$ cat config.mk
export PLATFORM = sky130hd
export DESIGN_NAME = lzwd_ctrl
export DESIGN_NICKNAME = d
export VERILOG_FILES = /design/src/sv/lzwd_pkg.sv /design/src/sv/lzwd_ctrl.sv
export SDC_FILE = /design/constraint.sdc
export NUM_CORES = 1
export LEC_CHECK = 0
export BUFFER_PORTS_ARGS = -buffer_cell sky130_fd_sc_hd__buf_2
export CAP_MARGIN = 25
export CORE_MARGIN = 4
export CORE_UTILIZATION = 45
export CTS_CLUSTER_DIAMETER = 30
export CTS_CLUSTER_SIZE = 28
export DETAILED_ROUTE_END_ITERATION = 7
export PLACE_DENSITY = 0.71
export SYNTH_ARGS = -nofsm -noshare
export SYNTH_HDL_FRONTEND = slang
export SYNTH_SLANG_ARGS = --single-unit
$ cat constraint.sdc
create_clock -name clk -period 3 [get_ports clk]
set_clock_uncertainty 0.15 [all_clocks]
set_input_delay 0.45 -clock clk [delete_from_list [all_inputs] [get_ports clk]]
set_output_delay 0.45 -clock clk [all_outputs]
set_load 0.02 [all_outputs]
$ cat src/sv/lzwd_pkg.sv
// Shared types and constants for the LZW byte decoder.
// No dependencies; imported by the controller, datapath and top level.
package lzwd_pkg;

  localparam int CODE_W = 12;
  localparam int BYTE_W = 8;
  localparam int FREE_W = 13;

  localparam logic [FREE_W-1:0] ROOT_CODES = 13'd256;
  localparam int CODE_SPACE = 4096;

  // Classification of an incoming code against the current dictionary state
  typedef enum logic [1:0] {
    KIND_START_OK,
    KIND_START_BAD,
    KIND_REJECT,
    KIND_WALK
  } item_kind_t;

  // Source of the byte loaded into the output register
  typedef enum logic [1:0] {
    OSEL_STACK,
    OSEL_FIRST,
    OSEL_START,
    OSEL_ERROR
  } out_sel_t;

  typedef struct packed {
    logic     take_item;
    logic     restart_ok;
    logic     restart_bad;
    logic     push;
    logic     pop_load;
    logic     pop;
    logic     out_load;
    out_sel_t out_sel;
    logic     commit;
  } lzwd_cmd_t;

  typedef struct packed {
    item_kind_t kind;
    logic       at_root;
    logic       overflow;
    logic       sp_zero;
    logic       kwk;
    logic       out_free;
  } lzwd_status_t;

endpackage

$ cat src/sv/lzwd_ctrl.sv
// Sequencing state machine of the LZW byte decoder.
// Depends on lzwd_pkg; drives commands into lzwd_datapath and reads its status.
module lzwd_ctrl (
  input  logic                 clk,
  input  logic                 rst,
  input  logic                 in_valid,
  output logic                 in_stall,
  input  lzwd_pkg::lzwd_status_t status,
  output lzwd_pkg::lzwd_cmd_t    cmd
);
  import lzwd_pkg::*;

  typedef enum logic [6:0] {
    S_IDLE      = 7'b0000001,
    S_WALK      = 7'b0000010,
    S_POP_WAIT  = 7'b0000100,
    S_EMIT      = 7'b0001000,
    S_EXTRA     = 7'b0010000,
    S_COMMIT    = 7'b0100000,
    S_SINGLE    = 7'b1000000
  } state_t;

  state_t   state;
  state_t   state_next;
  out_sel_t single_sel;
  out_sel_t single_sel_next;

  always_ff @(posedge clk) begin
    if (rst) begin
      state      <= S_IDLE;
      single_sel <= OSEL_ERROR;
    end else begin
      state      <= state_next;
      single_sel <= single_sel_next;
    end
  end

  always_comb begin
    cmd             = '0;
    cmd.out_sel     = OSEL_STACK;
    state_next      = state;
    single_sel_next = single_sel;
    in_stall        = 1'b1;
    case (state)
      S_IDLE: begin
        in_stall = 1'b0;
        if (in_valid) begin
          cmd.take_item = 1'b1;
          case (status.kind)
            KIND_START_OK: begin
              cmd.restart_ok  = 1'b1;
              single_sel_next = OSEL_START;
              state_next      = S_SINGLE;
            end
            KIND_START_BAD: begin
              cmd.restart_bad = 1'b1;
              single_sel_next = OSEL_ERROR;
              state_next      = S_SINGLE;
            end
            KIND_REJECT: begin
              single_sel_next = OSEL_ERROR;
              state_next      = S_SINGLE;
            end
            KIND_WALK: begin
              state_next = S_WALK;
            end
            default: begin
              state_next = S_IDLE;
            end
          endcase
        end
      end
      S_WALK: begin
        if (status.overflow) begin
          single_sel_next = OSEL_ERROR;
          state_next      = S_SINGLE;
        end else begin
          cmd.push = 1'b1;
          if (status.at_root) begin
            state_next = S_POP_WAIT;
          end
        end
      end
      S_POP_WAIT: begin
        cmd.pop_load = 1'b1;
        state_next   = S_EMIT;
      end
      S_EMIT: begin
        cmd.out_sel = OSEL_STACK;
        if (status.out_free) begin
          cmd.out_load = 1'b1;
          if (status.sp_zero) begin
            state_next = status.kwk ? S_EXTRA : S_COMMIT;
          end else begin
            cmd.pop = 1'b1;
          end
        end
      end
      S_EXTRA: begin
        cmd.out_sel = OSEL_FIRST;
        if (status.out_free) begin
          cmd.out_load = 1'b1;
          state_next   = S_COMMIT;
        end
      end
      S_COMMIT: begin
        cmd.commit = 1'b1;
        state_next = S_IDLE;
      end
      S_SINGLE: begin
        cmd.out_sel = single_sel;
        if (status.out_free) begin
          cmd.out_load = 1'b1;
          state_next   = S_IDLE;
        end
      end
      default: begin
        state_next = S_IDLE;
      end
    endcase
  end

endmodule

# Word level (Yosys, flattened, before mapping)
# Cells that the tools add are included.
[op_classes]
shifts = 0
n_reduce_logical = 6
n_mux = 28
bitwise = 0
magnitude_cmp = 0
eq_ne = 18
add_sub_neg = 0
mul = 0
div_mod_pow = 0
[op_table]
columns = ["cell", "n"]
rows = [
  ["$mux 7", 7],
  ["$pmux 7 s6", 1],
  ["$pmux 7 s2", 1],
  ["$ne 2x2->1 const B", 6],
  ["$mux 1", 10],
  ["$pmux 3 s3", 1],
  ["$pmux 2 s2", 2],
  ["$eq 7x1->1 const B", 1],
  ["$eq 7x2->1 const B", 1],
  ["$eq 7x3->1 const B", 1],
  ["$eq 7x4->1 const B", 1],
  ["$eq 7x5->1 const B", 1],
  ["$eq 7x6->1 const B", 1],
  ["$eq 7x7->1 const B", 1],
  ["$mux 2", 3],
  ["$mux 3", 2],
  ["$mux 6", 1],
  ["$reduce_and 6->1", 1],
  ["$eq 2x2->1 const B", 2],
  ["$reduce_and 4->1", 1],
  ["$ne 3x2->1 const B", 1],
  ["$ne 3x3->1 const B", 1],
  ["$reduce_or 3->1", 1],
  ["$eq 2x1->1 const B", 1],
  ["other kinds (3)", 3],
]
[word_totals]
output_inout_bits = 11
reg_bits = 9
romBits = 0
ramBits = 0
latchBits = 0
mem_count = 0

# Depth between registers and ports, before layout
# Gate-level depths: netlist (run 1).
[logic_depth]
word_depth = 5
depth_mapped = 6

# Least setup slack after synthesis (run 1)
# No wires, ideal clock.
[synth_timing]
kind = "register -> output"
from = "reg state[3]"
to = "out cmd[4] (netlist name)"
path_stages_with_launch = 5
path_buffers = 1
arrival_ns = 1.869
setup_slack_ns = 0.531
cell_sequence = "dfxtp_1 buf_4 or4b_2 or2_2 nor3b_1"
[synth_lines]
columns = ["element", "line_no", "text"]
rows = [
  ["start, declared", "lzwd_ctrl.sv:23", "state_t state;"],
  ["start signal, assigned", "lzwd_ctrl.sv:33", "state <= state_next;"],
  ["end, declared", "lzwd_ctrl.sv:9", "output lzwd_pkg::lzwd_cmd_t cmd"],
]

==> results.yml, run 1 <==
logic_synthesis:
  synth_fp_nets: 100
  synth_common_cells: "8 x dfxtp_1, 8 x inv_1, 8 x nor3_1"
  yosysSeqAreaShare_pct: 22.2
  syn-instance-count: 86
  synth_area_leaders: "dfxtp_1 22%, ha_1 6.9%, nor3_1 5.6%"
  synth_area_um2: 721
  ys_types: 39
  synth_fa_ha_area_share_pct: 6.94
  synth-xor-area-share_pct: 2.43
  synth-seq-cells: 8
  yosys-mux-area-fraction_pct: 4.17
  yosysTopAreaCellShare_pct: 22.2
  synth-edff-count: 0
  async_reset_ff_share_pct: 0
  synth_top_family_by_area: "simple AND/OR/NAND/NOR gates"
  synth_compound_area_share_pct: 17.4
  yosysWarnings: 0
  synthSimpleGateAreaFrac_pct: 37.5
  synth.avg_cell_area_um2: 8.38
  synth_largest_area_cell: "dfxtp_1"
  ys.flop_type: "dfxtp_1"
global_routing:
  antenna_found_initial: 0
  grt.met1_usage_pct: 18.8
  grt_use_met2_pct: 29.0
  use_met3_pct: 7.14
  grt_overflow_total: 0
  grt_pass1_vias: 674
  track_usage_pct: 17.3
  grt_max_degree: 12
  grt_pass1_wl_um: 2730
  top_usage_layer: "met2"
setup_path:
  r2r-start: "state[4]"
  max_stage_delay_ps: 680
  crit_type: "reg2out"
  reg2reg_slack_ps: 780
  endpoint_kind: "primary output"
  cp-startpoint: "state[3]"
  path_cells: "or4b_2 > or2_2 > nor3b_1 > buf_2"
  crit_slowest_cell: "or4b_2"
  critPathRequiredTime_ps: 2400
  crit_arrival_ps: 2080
  crit_path_start_kind: "flop"
  critical_path_peak_fanout: 9
placement:
  hpwl_um: 1320
  io_buffer_count: 20
  dpl.cell_count: 117
  postPlaceCellArea_um2: 803
  globalplace.congestion: 0.863
floorplan:
  die_x_um: 48.0
  rows: 14
  ioPinCount: 21
  die_height_um: 48.0
  core-area_um2: 1510
  dieArea_um2: 2310
  start_util_pct: 47.8
finish:
  layout.nets: 120
  area_delta_synth_final_pct: 14.6
  diodes: 0
  final_cells: 120
  fin_area_um2: 826
  final_util_pct: 54.8
  drive_gt1_share_pct: 32.7
flow_run:
  drv_cap: 0
sta:
  rsz0062_at_grt: "false"
  fin_crit_ps: 2680
  final_hold_viol_count: 0
  fmax_ghz: 0.373
  min_period_over_period_pct: 89.3
  relSlewSlack_pct: 75.3
  worst_slew_pin_slew_ps: 367
  timing.setup.tns_ps: 0
  setup_viol: 0
  slew_viol_final: 0
power:
  power_density_nw_per_um2: 487
  power.total_w: 0.000402
  p_leak_nw: 0.391
  vdd_drop_max_mv: 0.277
detailed_routing:
  first_pass_iters: 4
  wirelength_um: 1690
  drc_errors: 0
  ant_nets: 0
  first_iter_violations: 10
  routed_via_density: 5.88
  wl_per_cell_um: 14.1
  vias: 706
clocking:
  clock_latency_ps: 260
  clk_pin_slew_ps: 60
  cts_setup_buffers: 0
  cts_tree: "built"
  cts_resized: 0
  cts_buffer_depth: 2
  cts_buffers: 3
  clkSinkCount: 8
  cts_root_buf: "clkbuf_4"
  hold_buffers: 0
  h-tree-depth: 1
hold_path:
  min_path_type: "in2reg"
  min-delay-start: "status[1]"
run_status:
  status: "complete, no violations"
==> where the power goes <==
part           internal (W)  total (W)  switching (W)
logic             0.0000803   0.000185       0.000105
clock network     0.0000458  0.0000827      0.0000369
registers          0.000117   0.000134      0.0000165
total              0.000243   0.000402       0.000159
==> cells by family after synthesis <==
group                    Yosys count
adder cells (fa/ha/maj)            4
buffers and inverters             13
flip-flops                         8
multiplexers                       3
AO/OA/AOI/OAI                     14
XOR/XNOR                           2
AND/OR/NAND/NOR                   42
==> cells in the final DEF, fill, tap and decap left out, types with 2 or more instances in the layout <==
| cell | count |
|---|---|
| and3_1 | 2 |
| buf_2 | 20 |
| clkbuf_4 | 3 |
| dfxtp_1 | 8 |
| ha_1 | 4 |
| inv_1 | 8 |
| mux2i_1 | 3 |
| nand2_1 | 2 |
| nand3_1 | 2 |
| nor2_1 | 5 |
| nor3_1 | 8 |
| nor3b_1 | 2 |
| nor4b_1 | 3 |
| o21ai_0 | 3 |
| o22ai_1 | 2 |
| or2_2 | 3 |
| or3_1 | 3 |
| or4_4 | 2 |
| xnor2_1 | 2 |
==> state kept, by name, summed over array words and instances, names as in the netlist <==
register    cells
single_sel      1
state           7
==> through the flow <==
step	hold slack, ps	setup slack (ps)
floorplan	332	531
finish	313	320
CTS	304	327
global placement	399	657
detailed placement	427	603
global route	325	219
==> final timing paths <==
path | endpoint | cells after the start
max | cmd[4] | 4
min | state[4] | 3
max reg2reg | state[0] | 4
min reg2reg | state[6] | 2
==> layout make-up <==
class | instances | area (um2)
Fill cell | 148 | 681
Clock buffer | 3 | 22.5
Multi-Input combinational cell | 65 | 493
Timing Repair Buffer | 20 | 100
Inverter | 8 | 30.0
Tap cell | 16 | 20.0
Sequential cell | 8 | 160
==> layer usage <==
layer,share of wire [%],vias up
met5,0,-
met4,1.4,0
met3,5.0,4
met2,51,21
met1,43,327
li1,-,354
==> worst max-delay path, delay by kind of cell (launching register included) <==
family	cells	cell delay [ps]
and+or+nand+nor	3	1180
buffers and inverters	1	200
DFF	1	460
(Power assumes the default switching activity.)
==> run 2: changes to the inputs <==
Settings changed: PLACE_DENSITY 0.71 to 0.74.
Clock period 3 ns to 2.4 ns, I/O delays scaled along.
==> run 2 against run 1 <==
  * Sequential power grew 19%
  * Flip-flop and latch count did not move
  * Critical path depth is the same
  * Critical path type unchanged
  * Largest cell class unchanged
  * Highest routed layer unchanged
==> results.yml, run 2 (synthesis gave the netlist of run 1 again) <==
setup_path:
  crit_path_start_kind: "flop"
  endpoint_kind: "primary output"
  critPathRequiredTime_ps: 1890
  crit_type: "reg2out"
  reg2reg_slack_ps: 290
  path_cells: "or4_4 > or3_4 > a21boi_1 > buf_4"
  max_stage_delay_ps: 550
  critical_path_peak_fanout: 7
  crit_arrival_ps: 1840
  crit_slowest_cell: "or4_4"
finish:
  largest_reg_flops: 7
  layout.nets: 125
  drive_gt1_share_pct: 41.3
  reg_top3: "state (7), single_sel (1)"
  final_util_pct: 59.1
  diodes: 0
  layout_common_cells: "19 x buf_2, 8 x inv_1, 8 x nor3_1"
  fillers: 136
  layout_commonest_cell: "buf_2"
  regMostFlops: "state"
  multi_input_area_um2: 513
  area.sequential_um2: 164
  area_delta_synth_final_pct: 23.4
detailed_routing:
  first_iter_violations: 20
  routed_via_density: 5.95
  wl_per_cell_um: 14.3
  first_pass_iters: 4
  wirelength_um: 1790
  vias: 744
  ant_nets: 0
  drc_errors: 0
clocking:
  hold_buffers: 0
  cts_root_buf: "clkbuf_4"
  clkSinkCount: 8
  clk_pin_slew_ps: 60
  cts_tree: "built"
  h-tree-depth: 1
  cts_buffer_depth: 2
  cts_buffers: 3
  clock_latency_ps: 270
sta:
  setup_viol: 0
  slew_viol_final: 0
  relSlewSlack_pct: 75.2
  worst_slew_pin_slew_ps: 368
  fmax_ghz: 0.425
  final_hold_viol_count: 0
  timing.setup.tns_ps: 0
  rsz0062_at_grt: "false"
  min_period_over_period_pct: 98.1
  fin_crit_ps: 2350
power:
  vdd_drop_max_mv: 0.442
  p_leak_nw: 0.421
  power_density_nw_per_um2: 608
run_status:
  status: "complete, no violations"
global_routing:
  track_usage_pct: 17.5
  grt_pass1_vias: 638
  grt_overflow_total: 0
  grt_max_degree: 11
  grt_pass1_wl_um: 2830
  antenna_found_initial: 0
flow_run:
  drv_cap: 0
hold_path:
  min_path_type: "in2reg"
placement:
  hpwl_um: 1350
  globalplace.congestion: 0.908
  io_buffer_count: 20
floorplan:
  rows: 14
  dieArea_um2: 2310
  start_util_pct: 47.8
  die_x_um: 48.0
  die_height_um: 48.0
  ioPinCount: 21
  core-area_um2: 1510
## run 2: changes by cell type in the layout (fill, tap and decap cells not counted), sizes merged
cell and delta:
buf +5
## run 2: cell type report
class,instances,share of cell area (%)
clock buffer,3,2.53
sequential,8,18.4
tap,16,2.25
multi-input combinational,65,57.7
timing repair buffer,25,15.8
inverter,8,3.38
## run 2: worst max-delay path: cells and delay by family, from the launching register on
family,cells,cell delay (ps)
and+or+nand+nor,2,930
buffers and inverters,1,150
AOI/OAI and AO/OA,1,150
DFF,1,350
## run 2: what timing repair did
action	CTS	global route
endpoints found under the setup margin	3	4
pin swaps	2	1
gates resized for setup	3	6
cloned	0	0
setup buffers	1	0
## run 2: worst paths after layout
| check | from | endpoint | depth (start not counted) |
|---|---|---|---|
| setup / recovery | state[3] | cmd[3] | 4 |
| hold / removal | rst | state[5] | 2 |
| hold reg to reg | single_sel[0] | single_sel[0] | 2 |
| setup reg to reg | state[3] | state[0] | 4 |
## run 2: per-stage QoR
stage / hold WS [ps] / setup WS, ps / power, W / area [um2] / cells
finish: 218 / 45.2 / 0.000541 / 890 / 125
global route: 217 / 12.0 / 0.000576 / 890 / 125
floorplan: 289 / 20.9 / 0.000355 / 721 / 86
detailed placement: 365 / 173 / 0.000418 / 833 / 121
CTS: 207 / 15.4 / 0.000538 / 873 / 125
global placement: 364 / 212 / 0.000412 / 833 / 121
## run 2: power breakdown
group          leakage (nW)  total (W)  internal [W]  switching (W)
logic                 0.341   0.000272      0.000126       0.000147
clock network        0.0138   0.000110     0.0000577      0.0000522
registers            0.0659   0.000159      0.000148      0.0000110
## run 2: metal layers
metal | share of wire [%] | global-route usage [%] | vias to the layer above
li1 | - | - | 365
met1 | 44 | 22.8 | 355
met2 | 49 | 27.7 | 22
met3 | 6.0 | 5.64 | 2
met4 | 0.73 | 4.84 | 0
met5 | 0 | 0 | -
==> run 3: changes to the inputs <==
Settings changed: MAX_ROUTING_LAYER set to met4.
==> run 3 against run 2 <==
  * Register-to-register slack hardly changed
  * Flip-flop and latch count is the same
  * Via count up 0.27%
  * Largest power group unchanged
  * Global-route usage up 0.55 points
  * Final cell count stayed put
==> results.yml, run 3 (synthesis gave the netlist of run 1 again) <==
setup_path:
  crit_path_start_kind: "flop"
  r2r-start: "state[3]"
  crit_type: "reg2out"
  critical_path_peak_fanout: 7
  endpoint_kind: "primary output"
  reg2reg_to: "state[0]"
  critPathRequiredTime_ps: 1890
  crit_arrival_ps: 1840
  reg2reg_slack_ps: 290
  reg2reg_depth: 4
flow_run:
  drv_cap: 0
global_routing:
  grt_use_met2_pct: 27.7
  use_met3_pct: 5.64
  antenna_found_initial: 0
  grt_max_degree: 11
  grt_pass1_wl_um: 2840
  track_usage_pct: 18.1
  grt_pass1_vias: 639
  grt_overflow_total: 0
  top_usage_layer: "met2"
  grt.met1_usage_pct: 22.8
sta:
  fmax_ghz: 0.425
  fin_crit_ps: 2350
  final_hold_viol_count: 0
  setup_viol: 0
  rsz0062_at_grt: "false"
  worst_slew_pin_slew_ps: 368
  timing.setup.tns_ps: 0
  slew_viol_final: 0
  min_period_over_period_pct: 98.1
  relSlewSlack_pct: 75.2
detailed_routing:
  ant_nets: 0
  first_pass_iters: 4
  drc_errors: 0
  vias: 746
  wirelength_um: 1780
  wl_per_cell_um: 14.3
  first_iter_violations: 20
  routed_via_density: 5.97
clocking:
  cts_root_buf: "clkbuf_4"
  clkSinkCount: 8
  clock_latency_ps: 270
  cts_tree: "built"
  clk_pin_slew_ps: 60
  cts_buffers: 3
  hold_buffers: 0
  h-tree-depth: 1
  cts_buffer_depth: 2
hold_path:
  hold_path_end: "state[5]"
  min-delay-start: "rst"
  min_path_type: "in2reg"
  hold_depth: 2
floorplan:
  die_height_um: 48.0
  rows: 14
  dieArea_um2: 2310
  start_util_pct: 47.8
  die_x_um: 48.0
  core-area_um2: 1510
  ioPinCount: 21
placement:
  globalplace.congestion: 0.923
  hpwl_um: 1350
  postPlaceCellArea_um2: 833
  io_buffer_count: 20
finish:
  regMostFlops: "state"
  layout_commonest_cell: "buf_2"
  final_util_pct: 59.1
  fin_area_um2: 890
  reg_top3: "state (7), single_sel (1)"
  layout_common_cells: "19 x buf_2, 8 x inv_1, 8 x nor3_1"
  largest_reg_flops: 7
  area_delta_synth_final_pct: 23.4
  fillers: 136
  drive_gt1_share_pct: 41.3
  area.sequential_um2: 164
  multi_input_area_um2: 513
  diodes: 0
  layout.nets: 125
run_status:
  status: "complete, no violations"
power:
  p_leak_nw: 0.421
  vdd_drop_max_mv: 0.445
  power_density_nw_per_um2: 609
-- run 3: cell counts in the layout (fill, tap and decap cells not counted) --
Identical to the previous run, type by type.
-- run 3: critical path, cell delays in order (launching register included) --
cell      delay (ps)
dfxtp_2          350
or4_4            550
or3_4            380
a21boi_1         150
buf_4            150
-- run 3: cell type report --
class / instances / area share [%]
multi-input combinational: 65 / 57.7
sequential: 8 / 18.4
timing repair buffer: 25 / 15.8
inverter: 8 / 3.38
clock buffer: 3 / 2.53
tap: 16 / 2.25
-- run 3: how the worst max path moves through the flow --
| stage | start | end | slack, ps | cells after the start |
|---|---|---|---|---|
| global route | state[3] | cmd[3] | 10 | 4 |
| floorplan | state[3] | cmd[4] | 20 | 4 |
| detailed placement | state[3] | cmd[4] | 170 | 4 |
| CTS | state[3] | cmd[3] | 20 | 4 |
| global placement | state[0] | cmd[4] | 210 | 4 |
| finish | state[3] | cmd[3] | 50 | 4 |
-- run 3: metrics by stage --
step | cells | hold WS, ps | worst slack [ps] | total power [W]
final | 125 | 212 | 45.7 | 0.000541
after global routing | 125 | 217 | 12.0 | 0.000576
after CTS | 125 | 207 | 15.4 | 0.000538
after detailed placement | 121 | 365 | 173 | 0.000418
after global placement | 121 | 364 | 212 | 0.000412
after floorplan | 86 | 289 | 20.9 | 0.000355
-- run 3: report_power, final --
group	total, W	leakage (nW)	switching, W	internal (W)
sequential	0.000159	0.0659	0.0000110	0.000148
clock	0.000110	0.0138	0.0000526	0.0000577
combinational	0.000273	0.341	0.000147	0.000126
-- run 3: metal layers --
layer  part of all wire (%)  wire (um)  up-vias
met5                      0          0        -
met4                   0.73         13        0
met2                     50        891       23
li1                       -          -      365
met3                    6.3        113        2
met1                     43        765      356
-- run 3: timing repair --
action                     4_1_cts  5_1_grt
resized for setup                3        6
pin swaps                        2        1
setup endpoints to repair        3        4
setup buffers                    1        0
cloned                           0        0
